==> config.mk <==
export PLATFORM = sky130hd
export DESIGN_NAME = dive_log_sample_decoder
export DESIGN_NICKNAME = d
export VERILOG_FILES = /design/src/rtl/dlsd_pkg.sv /design/src/rtl/dlsd_front.sv /design/src/rtl/dlsd_cmd_queue.sv /design/src/rtl/dlsd_back.sv /design/src/rtl/dive_log_sample_decoder.sv
export SDC_FILE = /design/constraint.sdc
export NUM_CORES = 2
export LEC_CHECK = 0
export BUFFER_PORTS_ARGS = -buffer_cell sky130_fd_sc_hd__buf_2
export CAP_MARGIN = 10
export CORE_MARGIN = 4
export CORE_UTILIZATION = 60
export DETAILED_ROUTE_END_ITERATION = 16
export HOLD_SLACK_MARGIN = 0.02
export PLACE_DENSITY = 0.84
export RECOVER_POWER = 50
export SLEW_MARGIN = 30
export SYNTH_ARGS = -nofsm -noshare
export SYNTH_HDL_FRONTEND = slang
export SYNTH_SLANG_ARGS = --single-unit
export TNS_END_PERCENT = 1
==> constraint.sdc <==
create_clock -name clk -period 7.75 [get_ports clk]
set_input_delay 0 -clock clk [delete_from_list [all_inputs] [get_ports clk]]
set_output_delay 0 -clock clk [all_outputs]
set_load 0.05 [all_outputs]
==> src/rtl/dlsd_pkg.sv <==
package dlsd_pkg;

    // Width of the running totals; outputs are sign-extended or cut to 32 bits.
    localparam int TOTAL_WIDTH = 32;
    typedef logic [TOTAL_WIDTH-1:0] total_t;

    localparam int HDR_W = 10;
    localparam logic [HDR_W-1:0] HEADER_LENGTH_RESET = 10'd152;

    // Queue depths, powers of two.
    localparam int CMDQ_DEPTH = 4;
    localparam int CMDQ_PTR_W = $clog2(CMDQ_DEPTH);
    localparam int RESQ_DEPTH = 4;
    localparam int RESQ_PTR_W = $clog2(RESQ_DEPTH);

    typedef enum logic [3:0] {
        KIND_TIME        = 4'd0,
        KIND_DEPTH       = 4'd1,
        KIND_PRESSURE    = 4'd2,
        KIND_TEMPERATURE = 4'd3,
        KIND_RBT         = 4'd4,
        KIND_HEARTRATE   = 4'd5,
        KIND_BEARING     = 4'd6,
        KIND_ALARMS      = 4'd7,
        KIND_ERROR       = 4'd8
    } kind_e;

    typedef enum logic [1:0] {
        OP_CLEAR_ONLY = 2'd0,
        OP_DECODE     = 2'd1,
        OP_ERROR      = 2'd2
    } op_e;

    // Record ids: single-byte classes, then 16 + low nibble of an Fx code.
    localparam logic [4:0] ID_DDEPTH   = 5'd0;
    localparam logic [4:0] ID_DRBT     = 5'd1;
    localparam logic [4:0] ID_DPRESS   = 5'd2;
    localparam logic [4:0] ID_DTEMP    = 5'd3;
    localparam logic [4:0] ID_TIME     = 5'd4;
    localparam logic [4:0] ID_DHR      = 5'd5;
    localparam logic [4:0] ID_ALARM_S  = 5'd6;
    localparam logic [4:0] ID_ALARM_F0 = 5'd16;
    localparam logic [4:0] ID_ADEPTH   = 5'd17;
    localparam logic [4:0] ID_ARBT     = 5'd18;
    localparam logic [4:0] ID_ATEMP    = 5'd19;
    localparam logic [4:0] ID_APRESS0  = 5'd20;
    localparam logic [4:0] ID_APRESS1  = 5'd21;
    localparam logic [4:0] ID_APRESS2  = 5'd22;
    localparam logic [4:0] ID_AHR      = 5'd23;
    localparam logic [4:0] ID_BEARING  = 5'd24;
    localparam logic [4:0] ID_ALARM_F9 = 5'd25;

    localparam logic [7:0] MASK_TOP3 = 8'hE0;
    localparam logic [7:0] PFX_DRBT  = 8'h80;
    localparam logic [7:0] MASK_TOP4 = 8'hF0;
    localparam logic [7:0] PFX_EXT   = 8'hF0;
    localparam logic [3:0] EXT_LAST  = 4'd9;

    typedef struct packed {
        logic [7:0] data_byte;
        logic       first_byte;
        logic       last_byte;
    } item_t;

    typedef struct packed {
        kind_e              sample_kind;
        logic signed [31:0] sample_value;
        logic [1:0]         tank_index;
        logic               last_of_run;
    } sample_t;

    typedef struct packed {
        logic        clear;
        op_e         op;
        logic [4:0]  id;
        logic [15:0] value;
    } cmd_t;

    // Payload bytes that follow an Fx code.
    function automatic logic [1:0] ext_extra_bytes(input logic [3:0] lo);
        logic [1:0] n;
        unique case (lo)
            4'h0, 4'h2, 4'h7, 4'h9: n = 2'd1;
            default:                n = 2'd2;
        endcase
        return n;
    endfunction

    function automatic logic signed [31:0] to_out(input total_t v);
        return 32'($signed(v));
    endfunction

endpackage

==> src/rtl/dlsd_front.sv <==
module dlsd_front (
    input  logic                        clk,
    input  logic                        rst_n,
    input  logic                        cfg_valid,
    output logic                        cfg_ready,
    input  logic [dlsd_pkg::HDR_W-1:0]  cfg_data,
    input  logic                        push,
    input  dlsd_pkg::item_t             item,
    output logic                        full,
    input  logic                        cmdq_full,
    output logic                        cmd_push,
    output dlsd_pkg::cmd_t              cmd
);

    logic [dlsd_pkg::HDR_W-1:0] header_length_reg;
    logic [dlsd_pkg::HDR_W-1:0] header_left_reg, header_left_next;
    logic [1:0]                 pending_reg, pending_next;
    logic [4:0]                 rtype_reg, rtype_next;
    logic [15:0]                asm_reg, asm_next;

    logic                       accept;
    logic                       emit;
    logic [dlsd_pkg::HDR_W-1:0] hl_eff;
    logic [1:0]                 pend_eff;
    logic [4:0]                 rtype_eff;
    logic [15:0]                asm_eff;
    logic [7:0]                 b;
    logic [3:0]                 lo;

    assign cfg_ready = 1'b1;
    assign full      = cmdq_full;
    assign accept    = push && !cmdq_full;
    assign cmd_push  = accept && emit;
    assign b         = item.data_byte;
    assign lo        = item.data_byte[3:0];

    always_comb
    begin
        // first_byte restarts the dive before this byte is looked at
        hl_eff    = item.first_byte ? header_length_reg : header_left_reg;
        pend_eff  = item.first_byte ? 2'd0 : pending_reg;
        rtype_eff = item.first_byte ? 5'd0 : rtype_reg;
        asm_eff   = item.first_byte ? 16'd0 : asm_reg;

        header_left_next = hl_eff;
        pending_next     = pend_eff;
        rtype_next       = rtype_eff;
        asm_next         = asm_eff;

        emit      = item.first_byte;
        cmd.clear = item.first_byte;
        cmd.op    = dlsd_pkg::OP_CLEAR_ONLY;
        cmd.id    = dlsd_pkg::ID_DDEPTH;
        cmd.value = 16'd0;

        priority if (hl_eff != '0)
        begin
            header_left_next = hl_eff - 1'b1;
        end
        else if (pend_eff != 2'd0)
        begin
            asm_next     = {asm_eff[7:0], b};
            pending_next = pend_eff - 2'd1;
            if (pend_eff == 2'd1)
            begin
                emit      = 1'b1;
                cmd.op    = dlsd_pkg::OP_DECODE;
                cmd.id    = rtype_eff;
                cmd.value = {asm_eff[7:0], b};
            end
            else if (item.last_byte)
            begin
                pending_next = 2'd0;
                emit         = 1'b1;
                cmd.op       = dlsd_pkg::OP_ERROR;
            end
        end
        else if (!b[7])
        begin
            emit      = 1'b1;
            cmd.op    = dlsd_pkg::OP_DECODE;
            cmd.id    = dlsd_pkg::ID_DDEPTH;
            cmd.value = {9'd0, b[6:0]};
        end
        else if ((b & dlsd_pkg::MASK_TOP3) == dlsd_pkg::PFX_DRBT)
        begin
            emit      = 1'b1;
            cmd.op    = dlsd_pkg::OP_DECODE;
            cmd.id    = dlsd_pkg::ID_DRBT;
            cmd.value = {11'd0, b[4:0]};
        end
        else if ((b & dlsd_pkg::MASK_TOP4) != dlsd_pkg::PFX_EXT)
        begin
            // A..E map to ids 2..6 through the low three bits of the high nibble
            emit      = 1'b1;
            cmd.op    = dlsd_pkg::OP_DECODE;
            cmd.id    = {2'b00, b[6:4]};
            cmd.value = {12'd0, lo};
        end
        else if (lo > dlsd_pkg::EXT_LAST)
        begin
            emit   = 1'b1;
            cmd.op = dlsd_pkg::OP_ERROR;
        end
        else
        begin
            rtype_next   = {1'b1, lo};
            asm_next     = 16'd0;
            pending_next = dlsd_pkg::ext_extra_bytes(lo);
            if (item.last_byte)
            begin
                pending_next = 2'd0;
                emit         = 1'b1;
                cmd.op       = dlsd_pkg::OP_ERROR;
            end
        end
    end

    always_ff @(posedge clk or negedge rst_n)
    begin
        if (!rst_n)
        begin
            header_length_reg <= dlsd_pkg::HEADER_LENGTH_RESET;
            header_left_reg   <= dlsd_pkg::HEADER_LENGTH_RESET;
            pending_reg       <= 2'd0;
            rtype_reg         <= 5'd0;
            asm_reg           <= 16'd0;
        end
        else
        begin
            if (cfg_valid)
            begin
                header_length_reg <= cfg_data;
            end
            if (accept)
            begin
                header_left_reg <= header_left_next;
                pending_reg     <= pending_next;
                rtype_reg       <= rtype_next;
                asm_reg         <= asm_next;
            end
        end
    end

endmodule

==> src/rtl/dlsd_cmd_queue.sv <==
module dlsd_cmd_queue (
    input  logic           clk,
    input  logic           rst_n,
    input  logic           push,
    input  dlsd_pkg::cmd_t wdata,
    output logic           full,
    input  logic           pop,
    output dlsd_pkg::cmd_t rdata,
    output logic           valid
);

    localparam int PW = dlsd_pkg::CMDQ_PTR_W;

    dlsd_pkg::cmd_t  mem_reg [dlsd_pkg::CMDQ_DEPTH];
    logic [PW-1:0]   wr_ptr_reg;
    logic [PW-1:0]   rd_ptr_reg;
    logic [PW:0]     count_reg;
    logic            do_push;
    logic            do_pop;

    assign full    = (count_reg == (PW+1)'(dlsd_pkg::CMDQ_DEPTH));
    assign valid   = (count_reg != '0);
    assign do_push = push && !full;
    assign do_pop  = pop && valid;
    assign rdata   = mem_reg[rd_ptr_reg];

    always_ff @(posedge clk)
    begin
        if (do_push)
        begin
            mem_reg[wr_ptr_reg] <= wdata;
        end
    end

    always_ff @(posedge clk or negedge rst_n)
    begin
        if (!rst_n)
        begin
            wr_ptr_reg <= '0;
            rd_ptr_reg <= '0;
            count_reg  <= '0;
        end
        else
        begin
            if (do_push)
            begin
                wr_ptr_reg <= wr_ptr_reg + 1'b1;
            end
            if (do_pop)
            begin
                rd_ptr_reg <= rd_ptr_reg + 1'b1;
            end
            if (do_push && !do_pop)
            begin
                count_reg <= count_reg + 1'b1;
            end
            else if (do_pop && !do_push)
            begin
                count_reg <= count_reg - 1'b1;
            end
        end
    end

endmodule

==> src/rtl/dlsd_back.sv <==
module dlsd_back (
    input  logic              clk,
    input  logic              rst_n,
    input  logic              head_valid,
    input  dlsd_pkg::cmd_t    head,
    output logic              head_pop,
    output logic              empty,
    input  logic              pop,
    output dlsd_pkg::sample_t sample
);

    localparam int PW = dlsd_pkg::RESQ_PTR_W;

    // depth is kept relative to the calibration offset, so no second adder is needed
    dlsd_pkg::total_t elapsed_reg, elapsed_next, e_elapsed;
    dlsd_pkg::total_t rel_reg, rel_next, e_rel;
    dlsd_pkg::total_t offset_reg, offset_next, e_offset;
    dlsd_pkg::total_t press_reg, press_next, e_press;
    dlsd_pkg::total_t temp_reg, temp_next, e_temp;
    dlsd_pkg::total_t rbt_reg, rbt_next, e_rbt;
    dlsd_pkg::total_t hr_reg, hr_next, e_hr;
    logic             taken_reg, taken_next, e_taken;
    logic [1:0]       tank_reg, tank_next, e_tank;
    logic             time_due_reg, time_due_next, e_time_due;
    logic             second_reg, second_next;

    dlsd_pkg::total_t  abs_v;
    logic              clr;
    logic              step;
    logic              done;
    logic              need_time;
    logic              res_valid;
    dlsd_pkg::sample_t res;

    dlsd_pkg::sample_t res_mem_reg [dlsd_pkg::RESQ_DEPTH];
    logic [PW-1:0]     wr_ptr_reg;
    logic [PW-1:0]     rd_ptr_reg;
    logic [PW:0]       count_reg;
    logic              res_full;
    logic              res_push;
    logic              res_pop;

    assign res_full = (count_reg == (PW+1)'(dlsd_pkg::RESQ_DEPTH));
    assign empty    = (count_reg == '0);
    assign sample   = res_mem_reg[rd_ptr_reg];
    assign res_pop  = pop && !empty;
    assign step     = head_valid && !res_full;
    assign res_push = step && res_valid;
    assign head_pop = step && done;
    assign abs_v    = dlsd_pkg::total_t'(head.value);

    always_comb
    begin
        // a clear applies once, on the first cycle spent on its request
        clr        = head.clear && !second_reg;
        e_elapsed  = clr ? '0 : elapsed_reg;
        e_rel      = clr ? '0 : rel_reg;
        e_offset   = clr ? '0 : offset_reg;
        e_press    = clr ? '0 : press_reg;
        e_temp     = clr ? '0 : temp_reg;
        e_rbt      = clr ? '0 : rbt_reg;
        e_hr       = clr ? '0 : hr_reg;
        e_taken    = clr ? 1'b0 : taken_reg;
        e_tank     = clr ? 2'd0 : tank_reg;
        e_time_due = clr || time_due_reg;

        elapsed_next  = e_elapsed;
        rel_next      = e_rel;
        offset_next   = e_offset;
        press_next    = e_press;
        temp_next     = e_temp;
        rbt_next      = e_rbt;
        hr_next       = e_hr;
        taken_next    = e_taken;
        tank_next     = e_tank;
        time_due_next = e_time_due;
        second_next   = 1'b0;

        res.sample_kind  = dlsd_pkg::KIND_ERROR;
        res.sample_value = 32'sd0;
        res.tank_index   = 2'd0;
        res.last_of_run  = 1'b1;
        res_valid        = 1'b0;
        done             = 1'b1;

        need_time = (head.op == dlsd_pkg::OP_DECODE) && (head.id != dlsd_pkg::ID_TIME)
                    && e_time_due;

        if (need_time)
        begin
            // pending time result goes out first; the record itself follows once second_reg is set
            res.sample_kind  = dlsd_pkg::KIND_TIME;
            res.sample_value = dlsd_pkg::to_out(e_elapsed);
            res.last_of_run  = 1'b0;
            res_valid        = 1'b1;
            time_due_next    = 1'b0;
            second_next      = 1'b1;
            done             = 1'b0;
        end
        else
        begin
            unique case (head.op)
                dlsd_pkg::OP_CLEAR_ONLY:
                begin
                end
                dlsd_pkg::OP_ERROR:
                begin
                    res_valid = 1'b1;
                end
                dlsd_pkg::OP_DECODE:
                begin
                    res_valid = 1'b1;
                    unique case (head.id)
                        dlsd_pkg::ID_DDEPTH:
                        begin
                            rel_next         = e_rel
                                               + dlsd_pkg::total_t'($signed(head.value[6:0]));
                            res.sample_kind  = dlsd_pkg::KIND_DEPTH;
                            res.sample_value = dlsd_pkg::to_out(rel_next);
                            time_due_next    = 1'b1;
                            elapsed_next     = e_elapsed + dlsd_pkg::total_t'(3'd4);
                        end
                        dlsd_pkg::ID_DRBT:
                        begin
                            rbt_next         = e_rbt
                                               + dlsd_pkg::total_t'($signed(head.value[4:0]));
                            res.sample_kind  = dlsd_pkg::KIND_RBT;
                            res.sample_value = dlsd_pkg::to_out(rbt_next);
                        end
                        dlsd_pkg::ID_DPRESS:
                        begin
                            press_next       = e_press
                                               + dlsd_pkg::total_t'($signed(head.value[3:0]));
                            res.sample_kind  = dlsd_pkg::KIND_PRESSURE;
                            res.sample_value = dlsd_pkg::to_out(press_next);
                            res.tank_index   = e_tank;
                        end
                        dlsd_pkg::ID_DTEMP:
                        begin
                            temp_next        = e_temp
                                               + dlsd_pkg::total_t'($signed(head.value[3:0]));
                            res.sample_kind  = dlsd_pkg::KIND_TEMPERATURE;
                            res.sample_value = dlsd_pkg::to_out(temp_next);
                        end
                        dlsd_pkg::ID_TIME:
                        begin
                            res_valid     = 1'b0;
                            time_due_next = 1'b1;
                            elapsed_next  = e_elapsed
                                            + dlsd_pkg::total_t'({head.value[3:0], 2'b00});
                        end
                        dlsd_pkg::ID_DHR:
                        begin
                            hr_next          = e_hr
                                               + dlsd_pkg::total_t'($signed(head.value[3:0]));
                            res.sample_kind  = dlsd_pkg::KIND_HEARTRATE;
                            res.sample_value = dlsd_pkg::to_out(hr_next);
                        end
                        dlsd_pkg::ID_ALARM_S, dlsd_pkg::ID_ALARM_F0, dlsd_pkg::ID_ALARM_F9:
                        begin
                            res.sample_kind  = dlsd_pkg::KIND_ALARMS;
                            res.sample_value = {16'd0, head.value};
                        end
                        dlsd_pkg::ID_ADEPTH:
                        begin
                            // first absolute depth of a dive becomes the zero point
                            if (!e_taken)
                            begin
                                taken_next  = 1'b1;
                                offset_next = abs_v;
                                rel_next    = '0;
                            end
                            else
                            begin
                                rel_next = abs_v - e_offset;
                            end
                            res.sample_kind  = dlsd_pkg::KIND_DEPTH;
                            res.sample_value = dlsd_pkg::to_out(rel_next);
                            time_due_next    = 1'b1;
                            elapsed_next     = e_elapsed + dlsd_pkg::total_t'(3'd4);
                        end
                        dlsd_pkg::ID_ARBT:
                        begin
                            rbt_next         = abs_v;
                            res.sample_kind  = dlsd_pkg::KIND_RBT;
                            res.sample_value = dlsd_pkg::to_out(abs_v);
                        end
                        dlsd_pkg::ID_ATEMP:
                        begin
                            temp_next        = abs_v;
                            res.sample_kind  = dlsd_pkg::KIND_TEMPERATURE;
                            res.sample_value = dlsd_pkg::to_out(abs_v);
                        end
                        dlsd_pkg::ID_APRESS0, dlsd_pkg::ID_APRESS1, dlsd_pkg::ID_APRESS2:
                        begin
                            tank_next        = head.id[1:0];
                            press_next       = abs_v;
                            res.sample_kind  = dlsd_pkg::KIND_PRESSURE;
                            res.sample_value = dlsd_pkg::to_out(abs_v);
                            res.tank_index   = head.id[1:0];
                        end
                        dlsd_pkg::ID_AHR:
                        begin
                            hr_next          = abs_v;
                            res.sample_kind  = dlsd_pkg::KIND_HEARTRATE;
                            res.sample_value = dlsd_pkg::to_out(abs_v);
                        end
                        dlsd_pkg::ID_BEARING:
                        begin
                            res.sample_kind  = dlsd_pkg::KIND_BEARING;
                            res.sample_value = {16'd0, head.value};
                        end
                        default:
                        begin
                        end
                    endcase
                end
                default:
                begin
                end
            endcase
        end
    end

    always_ff @(posedge clk or negedge rst_n)
    begin
        if (!rst_n)
        begin
            elapsed_reg  <= '0;
            rel_reg      <= '0;
            offset_reg   <= '0;
            press_reg    <= '0;
            temp_reg     <= '0;
            rbt_reg      <= '0;
            hr_reg       <= '0;
            taken_reg    <= 1'b0;
            tank_reg     <= 2'd0;
            time_due_reg <= 1'b1;
            second_reg   <= 1'b0;
        end
        else if (step)
        begin
            elapsed_reg  <= elapsed_next;
            rel_reg      <= rel_next;
            offset_reg   <= offset_next;
            press_reg    <= press_next;
            temp_reg     <= temp_next;
            rbt_reg      <= rbt_next;
            hr_reg       <= hr_next;
            taken_reg    <= taken_next;
            tank_reg     <= tank_next;
            time_due_reg <= time_due_next;
            second_reg   <= second_next;
        end
    end

    always_ff @(posedge clk)
    begin
        if (res_push)
        begin
            res_mem_reg[wr_ptr_reg] <= res;
        end
    end

    always_ff @(posedge clk or negedge rst_n)
    begin
        if (!rst_n)
        begin
            wr_ptr_reg <= '0;
            rd_ptr_reg <= '0;
            count_reg  <= '0;
        end
        else
        begin
            if (res_push)
            begin
                wr_ptr_reg <= wr_ptr_reg + 1'b1;
            end
            if (res_pop)
            begin
                rd_ptr_reg <= rd_ptr_reg + 1'b1;
            end
            if (res_push && !res_pop)
            begin
                count_reg <= count_reg + 1'b1;
            end
            else if (res_pop && !res_push)
            begin
                count_reg <= count_reg - 1'b1;
            end
        end
    end

endmodule

==> src/rtl/dive_log_sample_decoder.sv <==
// Dive log sample decoder.
// Input queue side: drive item and push; a byte is taken on a clock edge with
// push high and full low. Results: while empty is low the oldest result sits on
// sample; pop high on an edge with empty low takes it.
// Config: cfg_data/cfg_valid write header_length; cfg_ready is always high. The
// new length is used from the next first_byte on.
// Flow: a taken byte's request goes into the request queue; the back end writes
// its result into the result queue, where it shows on sample. A time result
// comes before the record result of the same byte. Bytes are taken one per
// cycle while full is low; the back end writes one result per cycle while the
// result queue has room, and takes the next request only after both results.
// A 4-entry request queue sits between the byte parser and the back end, and
// a 4-entry result queue sits after the back end.
// Reset: header_length returns to 152, all totals clear, both queues empty.
// When pop stays low the result queue fills, the back end holds, the request
// queue fills behind it and full goes high; nothing is dropped.
module dive_log_sample_decoder (
    input  logic                       clk,
    input  logic                       rst_n,
    input  logic                       push,
    input  dlsd_pkg::item_t            item,
    output logic                       full,
    output logic                       empty,
    input  logic                       pop,
    output dlsd_pkg::sample_t          sample,
    input  logic                       cfg_valid,
    output logic                       cfg_ready,
    input  logic [dlsd_pkg::HDR_W-1:0] cfg_data
);

    dlsd_pkg::cmd_t front_cmd;
    dlsd_pkg::cmd_t head_cmd;
    logic           cmd_push;
    logic           cmdq_full;
    logic           head_valid;
    logic           head_pop;

    dlsd_front u_front (
        .clk       (clk),
        .rst_n     (rst_n),
        .cfg_valid (cfg_valid),
        .cfg_ready (cfg_ready),
        .cfg_data  (cfg_data),
        .push      (push),
        .item      (item),
        .full      (full),
        .cmdq_full (cmdq_full),
        .cmd_push  (cmd_push),
        .cmd       (front_cmd)
    );

    dlsd_cmd_queue u_cmd_queue (
        .clk   (clk),
        .rst_n (rst_n),
        .push  (cmd_push),
        .wdata (front_cmd),
        .full  (cmdq_full),
        .pop   (head_pop),
        .rdata (head_cmd),
        .valid (head_valid)
    );

    dlsd_back u_back (
        .clk        (clk),
        .rst_n      (rst_n),
        .head_valid (head_valid),
        .head       (head_cmd),
        .head_pop   (head_pop),
        .empty      (empty),
        .pop        (pop),
        .sample     (sample)
    );

endmodule

==> results.sh <==
export IMPL_rows=86
export IMPL_grt_setup_unrepaired="no"
export IMPL_gp_congestion=1.00
export IMPL_max_slew_margin_pct=-153
export IMPL_initial_core_util_pct=60.8
export IMPL_tns_ns=0
export IMPL_tightest_slew_ns=3.80
export IMPL_htree_levels=2
export IMPL_fmax_mhz=156
export IMPL_whs_path_depth=3
export IMPL_p_per_area_nw_per_um2=421
export IMPL_setup_viol=0
export IMPL_hold_viol=0
export IMPL_yosysTopAreaCell="edfxtp_1"
export IMPL_reg2reg_from="u_cmd_queue.rd_ptr_reg[1]$_DFFE_PN0P_"
export IMPL_cts_tree="yes"
export IMPL_hpwl_mm=68.6
export IMPL_synth_edf_count=252
export IMPL_seq_area_frac_synth_pct=43.2
export IMPL_worstPathMaxFanout=93
export IMPL_ant_nets=0
export IMPL_ys_top_cells_by_area="edfxtp_1, dfrtp_1, ha_1, nand2_1, o21ai_0"
export IMPL_worstSetupPathType="register to register"
export IMPL_cts_clk_slew_worst_paths_ns=0.06
export IMPL_drc_errors=0
export IMPL_grt_overflow=0
export IMPL_ys_async_sr_fraction_pct=52.5
export IMPL_cts_buffers=57
export IMPL_mostFrequentLayoutCell="nand2_1"
export IMPL_area_growth_pct=9.76
export IMPL_grt_pass1_wl_mm=157
export IMPL_io_pins=67
export IMPL_synth_area_um2=33600
export IMPL_clockRootBuffer="clkbuf_16"
export IMPL_r2r_setup_slack_ns=1.35
export IMPL_clock_latency_ns=0.63
export IMPL_outcome="complete, but fails checks"
export IMPL_largest_reg_flops=156
export IMPL_drv_slew=407
export IMPL_wire_per_inst_um=23.9
export IMPL_ys_warn_count=0
export IMPL_synthesis_nets=3641
export IMPL_cpMaxStageDelayCell="nand2b_4"
export IMPL_nets=3672
export IMPL_drt_wl_total_mm=101
export IMPL_grt_start_max_net_pins=133
export IMPL_clk_path_buf_depth=3
export IMPL_period_share_pct=82.6
export IMPL_avgSynthCellArea_um2=9.85
export IMPL_cp_arrival_ns=6.77
export IMPL_cts_sinks=530
export IMPL_die_area_um2=59900
export IMPL_port_buffers=65
export IMPL_worst_path_largest_cell_delay_ns=0.71
export IMPL_max_cap_violations=8
export IMPL_diodes=0
export IMPL_die_width_um=245
export IMPL_grt_pass1_vias=27500
export IMPL_syn_instance_count=3413
export IMPL_crit_family="compound AO/OA/AOI/OAI gates"
export IMPL_drive_gt1_share_pct=8.22
export IMPL_worst_setup_path_start_kind="register"
export IMPL_endpoint_kind="register"
export IMPL_antenna_found_initial=1
export IMPL_min_period_ns=6.40
export IMPL_synth_seq_cells=530
export IMPL_worstPathCellList="buf_4, mux4_2, nand2b_4, and2_1, ha_1, inv_1, fa_1, nor2b_1, o31a_1, o311a_1, nor2_1, o21ai_0, o2111ai_1, a21o_1, a31oi_1, nand4_1, a221o_1"
export IMPL_fin_util_pct=66.7
export IMPL_vias_per_cell=6.66
export IMPL_skew_ns=0.0379
export IMPL_crit_buf_inv=2
export IMPL_ir_drop_v=0.000277
export IMPL_power_total_mw=15.5
export IMPL_groute_usage_overall_pct=33.3
export IMPL_dr_first_iter_drc_count=3587
export IMPL_worstHoldStart="item[9]"
export IMPL_synth_flop_cell="dfrtp_1"
export IMPL_holdCritPathClass="input pin to register"
export IMPL_r2r_end="u_back.res_mem_reg[1][33]$_DFFE_PP_"
export IMPL_r2r_cells=17
export IMPL_power_leakage_nw=15.6
export IMPL_final_cell_mix="nand2_1, o21ai_0, dfrtp_1"
export IMPL_core_um2=55300
export IMPL_die_y_um=245
export IMPL_min_to="u_front.asm_reg[7]$_DFFE_PN0P_"
export IMPL_drtPass1Iterations=6
export IMPL_num_vias=28200
export IMPL_crit_required_ns=8.12
export IMPL_post_synth_num_cell_types=85
export IMPL_synth_top_area_share_pct=22.5
export IMPL_post_cts_buffers=0
export IMPL_violations="capacitance limit, slew limit"
-- cells in the mapped netlist, drive strengths merged, types with 9 or more instances --
cell       n
and2     208
clkbuf   151
mux2      18
a221oi    15
a21o      91
a32o      19
a22oi     51
a31oi     34
nor2     178
o22ai     13
dfrtp    271
nor3      46
o21a      24
edfxtp   252
xnor2    120
buf       23
nand4     37
o21bai    24
nand2    409
fa         9
a21boi    10
nand2b    28
a211oi    28
and3      53
nor2b     26
or2       12
a21oi    237
mux4      62
or3       13
o211ai    22
a2111oi   10
mux2i     19
nor4      16
inv       61
o31ai     14
o21ai    293
ha       194
nand3     80
a22o      60
xor2      71
-- tightest hold or removal path: stages --
cell,delay (ns)
dlygate4sd3_1,0.52
buf_2,0.15
a22o_1,0.14
-- cell type report --
cell class / count / area (um^2)
clock inverters: 38 / 452
fillers: 4261 / 18400
repair buffers: 146 / 956
clock buffers: 69 / 1540
multi-input cells: 2647 / 18300
flip-flops and latches: 530 / 14500
well taps: 748 / 936
inverters: 62 / 234
-- stage by stage --
step                hold slack (ns)  area, um^2  std cells  worst slack (ns)
floorplan                    -0.296       33600       3413              1.38
global placement             0.0408       34600       4097              1.86
detailed placement           0.0383       34600       4097              1.70
CTS                          0.0468       37000       4238              1.58
global route                  0.256       36900       4240              1.18
finish                        0.231       36900       4240              1.35
-- worst max path at each step --
stage / start / end / slack, ns / cells after the start
after detailed placement: u_cmd_queue.rd_ptr_reg[1]$_DFFE_PN0P_ / u_back.res_mem_reg[1][33]$_DFFE_PP_ / 1.70 / 17
after global placement: u_cmd_queue.rd_ptr_reg[1]$_DFFE_PN0P_ / u_back.res_mem_reg[0][33]$_DFFE_PP_ / 1.86 / 17
after floorplan: u_cmd_queue.rd_ptr_reg[1]$_DFFE_PN0P_ / u_back.res_mem_reg[0][33]$_DFFE_PP_ / 1.38 / 15
after CTS: u_cmd_queue.rd_ptr_reg[1]$_DFFE_PN0P_ / u_back.res_mem_reg[1][33]$_DFFE_PP_ / 1.58 / 17
after global routing: u_cmd_queue.rd_ptr_reg[1]$_DFFE_PN0P_ / u_back.res_mem_reg[1][32]$_DFFE_PP_ / 1.18 / 16
final: u_cmd_queue.rd_ptr_reg[1]$_DFFE_PN0P_ / u_back.res_mem_reg[1][33]$_DFFE_PP_ / 1.35 / 17
-- routing by layer --
layer	routed length [um]	share of wire, %	GRT usage (%)	vias to the layer above
met1	38700	38	43.6	13600
met2	45900	45	52.4	1559
met4	7210	7.1	19.9	2
li1	-	-	-	12700
met5	15	0.015	0	-
met3	9320	9.2	5.79	358
-- report_power, final --
group | internal, mW | switching, mW
Clock | 1.67 | 1.20
Combinational | 2.71 | 6.03
Sequential | 3.62 | 0.308
-- logic make-up after synthesis --
logic type,share of synthesized area [%]
other cells,0.0112
fa+ha+maj,7.75
xor+xnor,4.97
compound gates,19.5
flops,43.2
mux,5.32
buf+inv,2.69
simple gates,16.5
-- what timing repair did --
action / 4_1_cts / 5_1_grt
hold buffers: 34 / 0
gates resized for setup: 0 / 0
hold endpoints to repair: 154 / 0
No activity file was read; power rests on OpenSTA's default activity.
